==> src/rtl/kms_pkg.sv <==
`timescale 1ns / 1ps

package kms_pkg;

    // Default sizes, handed to the top level as parameter defaults
    localparam int WAYS_DEF        = 8;
    localparam int RECORD_BITS_DEF = 64;
    localparam int KEY_BITS_DEF    = 32;

    // Stream count after reset
    localparam logic [3:0] NUM_STREAMS_RST = 4'd8;

    // Input word kind codes
    localparam logic KIND_RECORD = 1'b0;
    localparam logic KIND_END    = 1'b1;

    typedef struct packed {
        logic        kind;
        logic [63:0] record;
    } t_in_word;

    typedef struct packed {
        logic [63:0] out_record;
        logic [2:0]  source_stream;
        logic        done_res;
        logic        error;
    } t_out_word;

    typedef enum logic [2:0] {
        S_IDLE,
        S_LOAD_CMP,
        S_MRG_CMP,
        S_PLACE,
        S_FETCH,
        S_EMIT
    } t_state;

endpackage

==> src/rtl/kway_merge_sorted_heads_core.sv <==
`timescale 1ns / 1ps

// K-way merge of sorted record streams. One head record per stream is kept
// in a slot memory ordered by key (top KEY_BITS of the record, unsigned).
// After a num_streams write or a finished merge the block loads: one word per
// stream, streams 0, 1, ... in turn; the last load word yields the smallest
// head. Each later word refills the stream named by the last source_stream
// (a record, or an end mark that retires it), and yields the next smallest
// head, or done_res once every stream has ended. An end mark while loading
// yields error and restarts the load. Each record is placed by a walk of
// key compares, at most WAYS - 1: one per slot shifted, plus the compare
// that stops the walk when it does not reach the end of the list. A
// stalled output delays a word that yields a result until the output
// register is free. The walk uses the single key comparator and the
// one-read, one-write slot memory, which move one slot per cycle. The
// input is stalled while a word is in work.
module kway_merge_sorted_heads_core
    import kms_pkg::*;
#(
    parameter int WAYS        = WAYS_DEF,
    parameter int RECORD_BITS = RECORD_BITS_DEF,
    parameter int KEY_BITS    = KEY_BITS_DEF
) (
    input  logic       i_clk,
    input  logic       i_rst_n,
    input  logic       i_cfg_we,
    input  logic [3:0] i_cfg_data,
    input  logic       i_in_valid,
    output logic       o_in_stall,
    input  t_in_word   i_in_word,
    output logic       o_out_valid,
    input  logic       i_out_stall,
    output t_out_word  o_out_word
);

    localparam int IDX_W = $clog2(WAYS);
    localparam int CNT_W = $clog2(WAYS + 1);
    localparam int CFG_W = (CNT_W > 4) ? CNT_W : 4;
    localparam int KW    = (KEY_BITS < RECORD_BITS) ? KEY_BITS : RECORD_BITS;
    localparam int ENT_W = RECORD_BITS + IDX_W;

    t_state r_state, n_state;

    logic [CNT_W-1:0]       r_nact;
    logic [CNT_W-1:0]       r_load_cnt, n_load_cnt;
    logic                   r_merging, n_merging;
    logic [CNT_W-1:0]       r_head, n_head;
    logic [IDX_W-1:0]       r_pos, n_pos;
    logic [RECORD_BITS-1:0] r_new_rec, n_new_rec;
    logic [IDX_W-1:0]       r_new_sid, n_new_sid;
    logic [IDX_W-1:0]       r_cur_sid, n_cur_sid;
    logic                   r_res_err, n_res_err;
    logic                   r_res_done, n_res_done;
    logic                   r_out_valid, n_out_valid;
    t_out_word              r_out_word, n_out_word;

    logic                   mem_we;
    logic [IDX_W-1:0]       mem_wr_addr;
    logic [ENT_W-1:0]       mem_wr_data;
    logic [IDX_W-1:0]       mem_rd_addr;
    logic [ENT_W-1:0]       mem_rd_data;

    logic                   in_fire;
    logic                   out_free;
    logic [RECORD_BITS-1:0] rd_rec;
    logic [IDX_W-1:0]       rd_sid;
    logic [KW-1:0]          new_key;
    logic [KW-1:0]          rd_key;
    logic                   new_lt;
    logic                   new_gt;
    logic                   load_wrap;
    logic [IDX_W-1:0]       load_pos;
    logic [CNT_W-1:0]       head_inc;
    logic [CNT_W-1:0]       pos_ext;
    logic [CNT_W-1:0]       cnt_inc;
    logic [CFG_W-1:0]       cfg_ext;
    logic [CNT_W-1:0]       cfg_nact;
    logic [IDX_W+2:0]       sid_ext;

    kms_slot_mem #(
        .DEPTH (WAYS),
        .WIDTH (ENT_W)
    ) u_slot_mem (
        .i_clk     (i_clk),
        .i_we      (mem_we),
        .i_wr_addr (mem_wr_addr),
        .i_wr_data (mem_wr_data),
        .i_rd_addr (mem_rd_addr),
        .o_rd_data (mem_rd_data)
    );

    // Handshake and shared comparator
    assign in_fire   = i_in_valid && !o_in_stall;
    assign out_free  = !r_out_valid || !i_out_stall;
    assign rd_rec    = mem_rd_data[ENT_W-1 -: RECORD_BITS];
    assign rd_sid    = mem_rd_data[IDX_W-1:0];
    assign new_key   = r_new_rec[RECORD_BITS-1 -: KW];
    assign rd_key    = rd_rec[RECORD_BITS-1 -: KW];
    assign new_lt    = new_key < rd_key;
    assign new_gt    = new_key > rd_key;
    assign load_wrap = r_load_cnt >= r_nact;
    assign load_pos  = load_wrap ? '0 : r_load_cnt[IDX_W-1:0];
    assign head_inc  = r_head + CNT_W'(1);
    assign pos_ext   = CNT_W'(r_pos);
    assign cnt_inc   = r_load_cnt + CNT_W'(1);
    assign sid_ext   = {3'b000, rd_sid};

    // Stream count clamp: 0 acts as 1, above WAYS acts as WAYS
    assign cfg_ext  = CFG_W'(i_cfg_data);
    assign cfg_nact = (cfg_ext == '0)          ? CNT_W'(1) :
                      (cfg_ext > CFG_W'(WAYS)) ? CNT_W'(WAYS) :
                                                 cfg_ext[CNT_W-1:0];

    // Next state
    always_comb begin
        n_state = r_state;
        unique case (r_state)
            S_IDLE: begin
                if (in_fire) begin
                    if (!r_merging) begin
                        if (i_in_word.kind == KIND_END) begin
                            n_state = S_EMIT;
                        end else if (load_pos == '0) begin
                            n_state = S_PLACE;
                        end else begin
                            n_state = S_LOAD_CMP;
                        end
                    end else begin
                        if (i_in_word.kind == KIND_END) begin
                            n_state = (head_inc >= r_nact) ? S_EMIT : S_FETCH;
                        end else if (head_inc < r_nact) begin
                            n_state = S_MRG_CMP;
                        end else begin
                            n_state = S_PLACE;
                        end
                    end
                end
            end
            S_LOAD_CMP: begin
                if (!new_lt || r_pos == IDX_W'(1)) begin
                    n_state = S_PLACE;
                end
            end
            S_MRG_CMP: begin
                if (!new_gt || pos_ext + CNT_W'(2) >= r_nact) begin
                    n_state = S_PLACE;
                end
            end
            S_PLACE: begin
                if (!r_merging && cnt_inc < r_nact) begin
                    n_state = S_IDLE;
                end else begin
                    n_state = S_FETCH;
                end
            end
            S_FETCH: begin
                n_state = S_EMIT;
            end
            S_EMIT: begin
                if (out_free) begin
                    n_state = S_IDLE;
                end
            end
            default: begin
                n_state = S_IDLE;
            end
        endcase
    end

    // Datapath, slot memory control and output register
    always_comb begin
        n_load_cnt  = r_load_cnt;
        n_merging   = r_merging;
        n_head      = r_head;
        n_pos       = r_pos;
        n_new_rec   = r_new_rec;
        n_new_sid   = r_new_sid;
        n_cur_sid   = r_cur_sid;
        n_res_err   = r_res_err;
        n_res_done  = r_res_done;
        n_out_valid = r_out_valid && i_out_stall;
        n_out_word  = r_out_word;
        mem_we      = 1'b0;
        mem_wr_addr = r_pos;
        mem_wr_data = {r_new_rec, r_new_sid};
        mem_rd_addr = r_head[IDX_W-1:0];

        unique case (r_state)
            S_IDLE: begin
                if (in_fire) begin
                    n_new_rec = i_in_word.record[RECORD_BITS-1:0];
                    if (!r_merging) begin
                        if (i_in_word.kind == KIND_END) begin
                            // end mark while loading: error, restart load
                            n_res_err  = 1'b1;
                            n_load_cnt = '0;
                            n_head     = '0;
                        end else begin
                            // insert behind equal keys, walking downward
                            n_load_cnt  = CNT_W'(load_pos);
                            n_pos       = load_pos;
                            n_new_sid   = load_pos;
                            mem_rd_addr = load_pos - IDX_W'(1);
                        end
                    end else begin
                        if (i_in_word.kind == KIND_END) begin
                            // retire the head slot
                            if (head_inc >= r_nact) begin
                                n_res_done = 1'b1;
                                n_merging  = 1'b0;
                                n_load_cnt = '0;
                                n_head     = '0;
                            end else begin
                                n_head = head_inc;
                            end
                        end else begin
                            // refill head, insert ahead of equal keys upward
                            n_pos       = r_head[IDX_W-1:0];
                            n_new_sid   = r_cur_sid;
                            mem_rd_addr = head_inc[IDX_W-1:0];
                        end
                    end
                end
            end
            S_LOAD_CMP: begin
                if (new_lt) begin
                    mem_we      = 1'b1;
                    mem_wr_data = mem_rd_data;
                    n_pos       = r_pos - IDX_W'(1);
                    mem_rd_addr = r_pos - IDX_W'(2);
                end
            end
            S_MRG_CMP: begin
                if (new_gt) begin
                    mem_we      = 1'b1;
                    mem_wr_data = mem_rd_data;
                    n_pos       = r_pos + IDX_W'(1);
                    mem_rd_addr = r_pos + IDX_W'(2);
                end
            end
            S_PLACE: begin
                mem_we = 1'b1;
                if (!r_merging) begin
                    n_load_cnt = cnt_inc;
                    if (cnt_inc >= r_nact) begin
                        n_merging = 1'b1;
                        n_head    = '0;
                    end
                end
            end
            S_FETCH: begin
                // read of the head slot is issued by default
            end
            S_EMIT: begin
                if (out_free) begin
                    n_out_valid = 1'b1;
                    n_res_err   = 1'b0;
                    n_res_done  = 1'b0;
                    if (r_res_err || r_res_done) begin
                        n_out_word.out_record    = '0;
                        n_out_word.source_stream = '0;
                        n_out_word.done_res      = r_res_done;
                        n_out_word.error         = r_res_err;
                    end else begin
                        n_out_word.out_record    = 64'(rd_rec);
                        n_out_word.source_stream = sid_ext[2:0];
                        n_out_word.done_res      = 1'b0;
                        n_out_word.error         = 1'b0;
                        n_cur_sid                = rd_sid;
                    end
                end
            end
            default: begin
            end
        endcase
    end

    // Control registers
    always_ff @(posedge i_clk) begin
        if (!i_rst_n) begin
            r_state     <= S_IDLE;
            r_nact      <= (int'(NUM_STREAMS_RST) > WAYS) ? CNT_W'(WAYS)
                                                           : CNT_W'(NUM_STREAMS_RST);
            r_load_cnt  <= '0;
            r_merging   <= 1'b0;
            r_head      <= '0;
            r_res_err   <= 1'b0;
            r_res_done  <= 1'b0;
            r_out_valid <= 1'b0;
        end else begin
            r_state     <= n_state;
            r_res_err   <= n_res_err;
            r_res_done  <= n_res_done;
            r_out_valid <= n_out_valid;
            if (i_cfg_we) begin
                r_nact     <= cfg_nact;
                r_load_cnt <= '0;
                r_merging  <= 1'b0;
                r_head     <= '0;
            end else begin
                r_load_cnt <= n_load_cnt;
                r_merging  <= n_merging;
                r_head     <= n_head;
            end
        end
    end

    // Payload registers
    always_ff @(posedge i_clk) begin
        r_pos      <= n_pos;
        r_new_rec  <= n_new_rec;
        r_new_sid  <= n_new_sid;
        r_cur_sid  <= n_cur_sid;
        r_out_word <= n_out_word;
    end

    assign o_in_stall  = (r_state != S_IDLE);
    assign o_out_valid = r_out_valid;
    assign o_out_word  = r_out_word;

endmodule

==> src/rtl/kms_slot_mem.sv <==
`timescale 1ns / 1ps

module kms_slot_mem
    import kms_pkg::*;
#(
    parameter int DEPTH = WAYS_DEF,
    parameter int WIDTH = RECORD_BITS_DEF + $clog2(WAYS_DEF)
) (
    input  logic                     i_clk,
    input  logic                     i_we,
    input  logic [$clog2(DEPTH)-1:0] i_wr_addr,
    input  logic [WIDTH-1:0]         i_wr_data,
    input  logic [$clog2(DEPTH)-1:0] i_rd_addr,
    output logic [WIDTH-1:0]         o_rd_data
);

    logic [WIDTH-1:0] r_mem [DEPTH];
    logic [WIDTH-1:0] r_rd_data;

    // One write port, one registered read port
    always_ff @(posedge i_clk) begin
        if (i_we) begin
            r_mem[i_wr_addr] <= i_wr_data;
        end
        r_rd_data <= r_mem[i_rd_addr];
    end

    assign o_rd_data = r_rd_data;

endmodule

==> config.mk <==
export PLATFORM = sky130hd
export DESIGN_NAME = kway_merge_sorted_heads_core
export DESIGN_NICKNAME = d
export VERILOG_FILES = /design/src/rtl/kms_pkg.sv /design/src/rtl/kway_merge_sorted_heads_core.sv /design/src/rtl/kms_slot_mem.sv
export SDC_FILE = /design/constraint.sdc
export NUM_CORES = 1
export LEC_CHECK = 0
export ABC_AREA = 1
export BUFFER_PORTS_ARGS = -buffer_cell sky130_fd_sc_hd__buf_4
export CORE_MARGIN = 1
export CORE_UTILIZATION = 60
export DETAILED_ROUTE_END_ITERATION = 6
export GPL_ROUTABILITY_DRIVEN = 0
export PLACE_DENSITY = 0.78
export REMOVE_ABC_BUFFERS = 1
export SYNTH_ARGS = -nofsm -noshare
export SYNTH_HDL_FRONTEND = slang
export SYNTH_SLANG_ARGS = --single-unit
==> constraint.sdc <==
create_clock -name i_clk -period 9.7 [get_ports i_clk]
set_input_delay 0.485 -clock i_clk [delete_from_list [all_inputs] [get_ports i_clk]]
set_output_delay 0.485 -clock i_clk [all_outputs]
set_load 0.1 [all_outputs]
# [Word level (Yosys, flattened, before mapping)]
# Memory sizes are Yosys's and may differ from the RTL's. A register that Yosys moved wholly into a read port is not among the register bits.
# Index checks and enable logic that the tools add are counted.
# Widths: inputs -> output; s select.
[op_classes] addsub=8 order_cmp=9 n_eq_ne=21 muxes=73 bitwise_logic=3 n_reduce_logical=32
[op_table] cell="$mux 67" n=2
[op_table] cell="$pmux 67 s2" n=1
[op_table] cell="$mux 3" n=24
[op_table] cell="$mux 4" n=14
[op_table] cell="$gt 32x32->1" n=1
[op_table] cell="$lt 32x32->1" n=1
[op_table] cell="$ne 2x2->1 const B" n=13
[op_table] cell="$mux 1" n=22
[op_table] cell="$reduce_and 5->1" n=4
[op_table] cell="$pmux 3 s3" n=2
[op_table] cell="$pmux 3 s6" n=1
[op_table] cell="$ge 4x4->1" n=4
[op_table] cell="$pmux 4 s2" n=2
[op_table] cell="$add 4x1->4 const B" n=2
[op_table] cell="$lt 4x4->1" n=2
[op_table] cell="$eq 3x1->1 const B" n=2
[op_table] cell="$eq 3x2->1 const B" n=2
[op_table] cell="$eq 3x3->1 const B" n=2
[op_table] cell="$logic_not 1->1" n=6
[op_table] cell="$logic_not 3->1" n=2
[op_table] cell="$ne 3x3->1 const B" n=2
[op_table] cell="$pmux 1 s2" n=3
[op_table] cell="$reduce_and 2->1" n=3
[op_table] cell="$reduce_and 3->1" n=2
[op_table] cell="other kinds (17)" n=27
[totals] regBits=161 ram_bits=536 in_bits=74 out_inout_bits=71 word_cells=163 memories=1
[mem_list] name="u_slot_mem.r_mem" words=8 width=67 rd=1 rd_ports_with_merged_regs=1 write_ports=1 line_no="kms_slot_mem.sv:17" source="logic [WIDTH-1:0] r_mem [DEPTH];"

# [Longest topological paths before layout]
[logic_depth] ltp_word=8 mapped_depth=25 depth_no_buf=23

# [Cells and area by module]
# A second synthesis with hierarchy kept.
[unflattened] cells_unflattened=3314 hier_area_um2=33091.7
[modules_own_cells] mod="kms_slot_mem" n_inst=1 cells_per_inst=2401 area_per_inst_um2=24746.2 seq_area_each_um2=17436.7
[modules_own_cells] mod="kway_merge_sorted_heads_core" n_inst=1 cells_per_inst=913 area_per_inst_um2=8345.5 seq_area_each_um2=4644.5

# [Least setup slack after synthesis]
# OpenSTA, ideal clock, no wires.
[synth_timing] path_type="reg-to-reg" start="reg r_out_valid, in the netlist o_out_valid" end="reg r_cur_sid[0] (enable)" setup_time_ns=0.327 t_arrival_ns=4.373 required_time_ns=9.373 path_slack_ns=4.999 path_stages_with_launch=6 n_path_buf=0 synth_period_minus_slack_ns=4.701 cell_sequence="dfxtp_1 nand2_1 inv_1 nor2_1 inv_1 nor2_1"
[synth_via] elab_chain_cells=3
[synth_lines] item="start, declared" line_no="kway_merge_sorted_heads_core.sv:54" source="logic r_out_valid, n_out_valid;"
[synth_lines] item="start signal, assigned" line_no="kway_merge_sorted_heads_core.sv:294" source="r_out_valid <= n_out_valid;"
[synth_lines] item="$logic_not 1->1" line_no="kway_merge_sorted_heads_core.sv:94" source="assign out_free = !r_out_valid || !i_out_stall;"
[synth_lines] item="$logic_or 1x1->1" line_no="kway_merge_sorted_heads_core.sv:94"
[synth_lines] item="$reduce_and 3->1 (no line)"
[synth_lines] item="end signal, assigned" line_no="kway_merge_sorted_heads_core.sv:313" source="r_cur_sid <= n_cur_sid;"
[synth_lines] item="end, declared" line_no="kway_merge_sorted_heads_core.sv:51" source="logic [IDX_W-1:0] r_cur_sid, n_cur_sid;"
# Every way passes these cells.
# A chain may end at the register's enable or synchronous reset.

# [Final worst setup path]
[layout_timing] start="reg r_new_rec[59]" end="reg u_slot_mem.r_rd_data[32], in the netlist u_slot_mem.o_rd_data[32], read port of u_slot_mem.r_mem"
[layout_via] elab_chain_cells=3 elab_cells_between_ends=5 classes_between="order compare (2); mux (3)"
[layout_lines] item="start, declared" line_no="kway_merge_sorted_heads_core.sv:49" source="logic [RECORD_BITS-1:0] r_new_rec, n_new_rec;"
[layout_lines] item="start signal, assigned" line_no="kway_merge_sorted_heads_core.sv:311" source="r_new_rec <= n_new_rec;"
[layout_lines] item="$gt 32x32->1 / $lt 32x32->1 (equally long branches)" line_no="kway_merge_sorted_heads_core.sv:100, kway_merge_sorted_heads_core.sv:99"
[layout_lines] item="$mux 3, on equally long branches" line_no="kway_merge_sorted_heads_core.sv:234, kway_merge_sorted_heads_core.sv:226"
[layout_lines] item="$pmux 3 s3 (*)" line_no="kway_merge_sorted_heads_core.sv:188" source="unique case (r_state)"
[layout_lines] item="end, declared" line_no="kms_slot_mem.sv:18" source="logic [WIDTH-1:0] r_rd_data;"
# Every way passes the cells marked *; elsewhere a longest branch is shown, timed or not.

==> results.md <==
* Critical path class: reg -> reg
* Core Footprint at 54130 um^2
* Worst clock skew at 19.84 ps
* CP endpoint kind: flip-flop
* Setup_tns at 0 ps
* I/O Buffers at 144
* Unique masters post-synth at 44
* Clk Latency, worst-skew pair at 620 ps
* Vias in the first global route at 22.48k
* DRC violations left at 0
* Ranking of synthesized cells by area: edfxtp_1 62%, nand2_1 8.5%, nand3_1 7.5%, inv_1 6.8%, dfxtp_1 5.2%
* Ports at roughly 150
* Initial antenna violation count at 0
* Num CTS Buffers at 77
* Commonest non-fill, non-tap cells in the layout: 745 x nand2_1, 678 x edfxtp_1, 591 x inv_1
* Vias at 22.78k
* Synth Area per Inst at 10.39 um^2
* H-Tree Depth at 3
* Main flop type after synthesis: edfxtp_1
* Final period util at 0.6109
* Type of the most critical hold path: in -> reg
* Max-Cap Viols at 0
* YS warnings at 0
* DIE HEIGHT at 236.9 um
* Leakage power of the design at roughly 16 nW
* Sink Count at 764
* Die area at between 50000 and 60000 um^2
* Post-synth EDFFs at 678
* Worst path max stage delay at 1170 ps
* Critical path's most frequent cell: nand2_1
* Pwr/cell area at 383.0 nW/um^2
* Total Routing Usage GR at 0.2733
* Worst VDD drop at 489.5 uV
* # rows at 85
* RSZ-0062 raised after global routing: false
* Run status: completed
* Syn Inst Count at 3184
* DRT Wirelength at 76.35 mm
* Starting DRC count in detailed routing at 2489
* Share of cells above drive strength 1 at 0.09281
* Clk Tree Root Cell: clkbuf_16
* Diodes inserted at 0
* Hold WS at about 34 ps
* Final Critical Period at 5926 ps
* Worst slew pin tran at 1208 ps
* CP Cell Sequence: ha_1 -> a21oi_1 -> o21ai_0 -> nand2_1 -> nand2_1 -> a21oi_1 -> nand2_2 -> nand2_1 -> nand2_1 -> nand3_1 -> nand3_4 -> nand2_8 -> buf_4 -> nand2_1 -> nand3_1 -> nand2_1 -> nand2_1 -> nand2_1
* Max-Slew Margin vs Limit at 0.1945
* Nets at 3409
* Postcts setup bufs at 0
* Crit-path max FO at 165
* Pins over their slew limit at 0
* CP Launch Type: flip-flop
* Area delta synth->final at 12.26%
* DP HPWL at 40.53 mm
* First-pass GRT wire length at between 100 and 150 mm
* TritonCTS clock tree: done
* Required @ worst endpoint at 10210 ps
* CTS Buffer Depth at 3
* Commonest non-fill, non-tap cell in the layout: nand2_1
* Endpoints failing setup at 0
* CP max-delay cell: nand2_8
* Largest net degree at the start of global routing at 205
* Sequential area share after synthesis at 0.6672
* Drt pass-1 iters at 5
* Share of the synthesized area in the top cell type at 0.6152
* Arr. time, crit path at approximately 6400 ps
* CTS Hold Buffers Added at 0
* Total grt overflow at 0
* Fmax at 168.7 MHz
* Yosys top cell by area: edfxtp_1
* DR WL/cell at 18.92 um
* Via density per instance at between 5 and 6
* Final Hold Fails at 0
* Clock transition at path regs at 60 ps
* ANT nets after route at 0
* Syn Std Cell Area at 33100 um^2
* Initial Util at 0.6114
* Die Span X at 236.9 um
* #FFs+latches synth at 764
* Post-synth ARST share at 0
* Post-CTS sizing at 0
layout make-up:
type | instances | area [um^2]
clock buffers | 106 | 2160
multi-input cells | 1662 | 8063
fillers | 3753 | 16980
clock inverters | 37 | 432.9
inverters | 604 | 2280
flip-flops and latches | 764 | 22080
well taps | 696 | 870.8
repair buffers | 167 | 1266
through the flow:
stage	cells	utilization	area [um^2]	power [mW]	worst slack [ps]
final	4036	0.6863	37150	14.23	3774
after floorplan	3030	-	32370	9.331	1428
after CTS	4036	0.6863	37150	14.19	3901
after global placement	3893	0.6384	34560	10.83	4233
after detailed placement	3893	0.6384	34560	11.11	3997
after global routing	4036	0.6863	37150	15.07	3476
worst max-delay path, delay by kind of cell (launching register included):
kind | cells | cell delay (ps)
buf+inv | 1 | 980
compound gates | 3 | 650
fa+ha+maj | 1 | 350
simple gates | 13 | 3180
flops | 1 | 420
metal layers:
| metal | vias up | GRT usage | wire [um] |
|---|---|---|---|
| met5 | - | 0 | 0 |
| met4 | 0 | 0.1189 | 2907 |
| met3 | 212 | 0.04092 | 5838 |
| met2 | 1114 | 0.4627 | 37650 |
| met1 | 10850 | 0.3519 | 29960 |
| li1 | 10600 | - | - |
flip-flops by register name, indices dropped and copies added, names as in the netlist:
register              count
mem_wr_addr               3
o_out_valid               1
o_out_word               69
r_cur_sid                 3
r_head                    4
r_load_cnt                4
r_merging                 1
r_nact                    4
r_new_rec                64
r_new_sid                 3
r_res_done                1
r_res_err                 1
r_state                   3
u_slot_mem.o_rd_data     67
u_slot_mem.r_mem        536
power breakdown:
| part | switching [mW] | internal, mW |
|---|---|---|
| sequential | 0.194 | 4.85 |
| clock | 1.23 | 1.80 |
| combinational | 4.58 | 1.57 |
| total | 6.00 | 8.22 |
logic make-up after synthesis:
family	synth area share
fa+ha+maj	0.02230
flops	0.6672
buf+inv	0.09039
simple gates	0.1928
xor+xnor	0.001323
compound gates	0.02605
worst paths after layout:
check / end / from / slack, ps / cells past startpoint
worst max register to register: u_slot_mem.o_rd_data[32]$_DFF_P_ / r_new_rec[59]$_DFFE_PP_ / 3770 / 18
worst min register to register: o_out_word[1]$_SDFFCE_PN0P_ / r_res_done$_SDFFE_PN0P_ / 430 / 0
worst max-delay path: u_slot_mem.o_rd_data[32]$_DFF_P_ / r_new_rec[59]$_DFFE_PP_ / 3770 / 18
worst min-delay path: r_new_rec[23]$_DFFE_PP_ / i_in_word[23] / 30 / 1
cells in the mapped netlist (3+ instances only):
cell type,number
nand2_1,747
edfxtp_1,678
inv_1,600
nand3_1,497
nor2_1,104
o21ai_0,90
dfxtp_1,86
buf_2,69
nand3b_1,67
ha_1,59
clkbuf_1,58
a21oi_1,35
buf_1,13
buf_4,12
nor3_1,7
a22oi_1,6
nand4_1,6
o211ai_1,5
xnor2_1,4
inv_2,3
nand2_2,3
nor2_4,3
o21a_1,3
No activity file was read; power rests on OpenSTA's default activity.
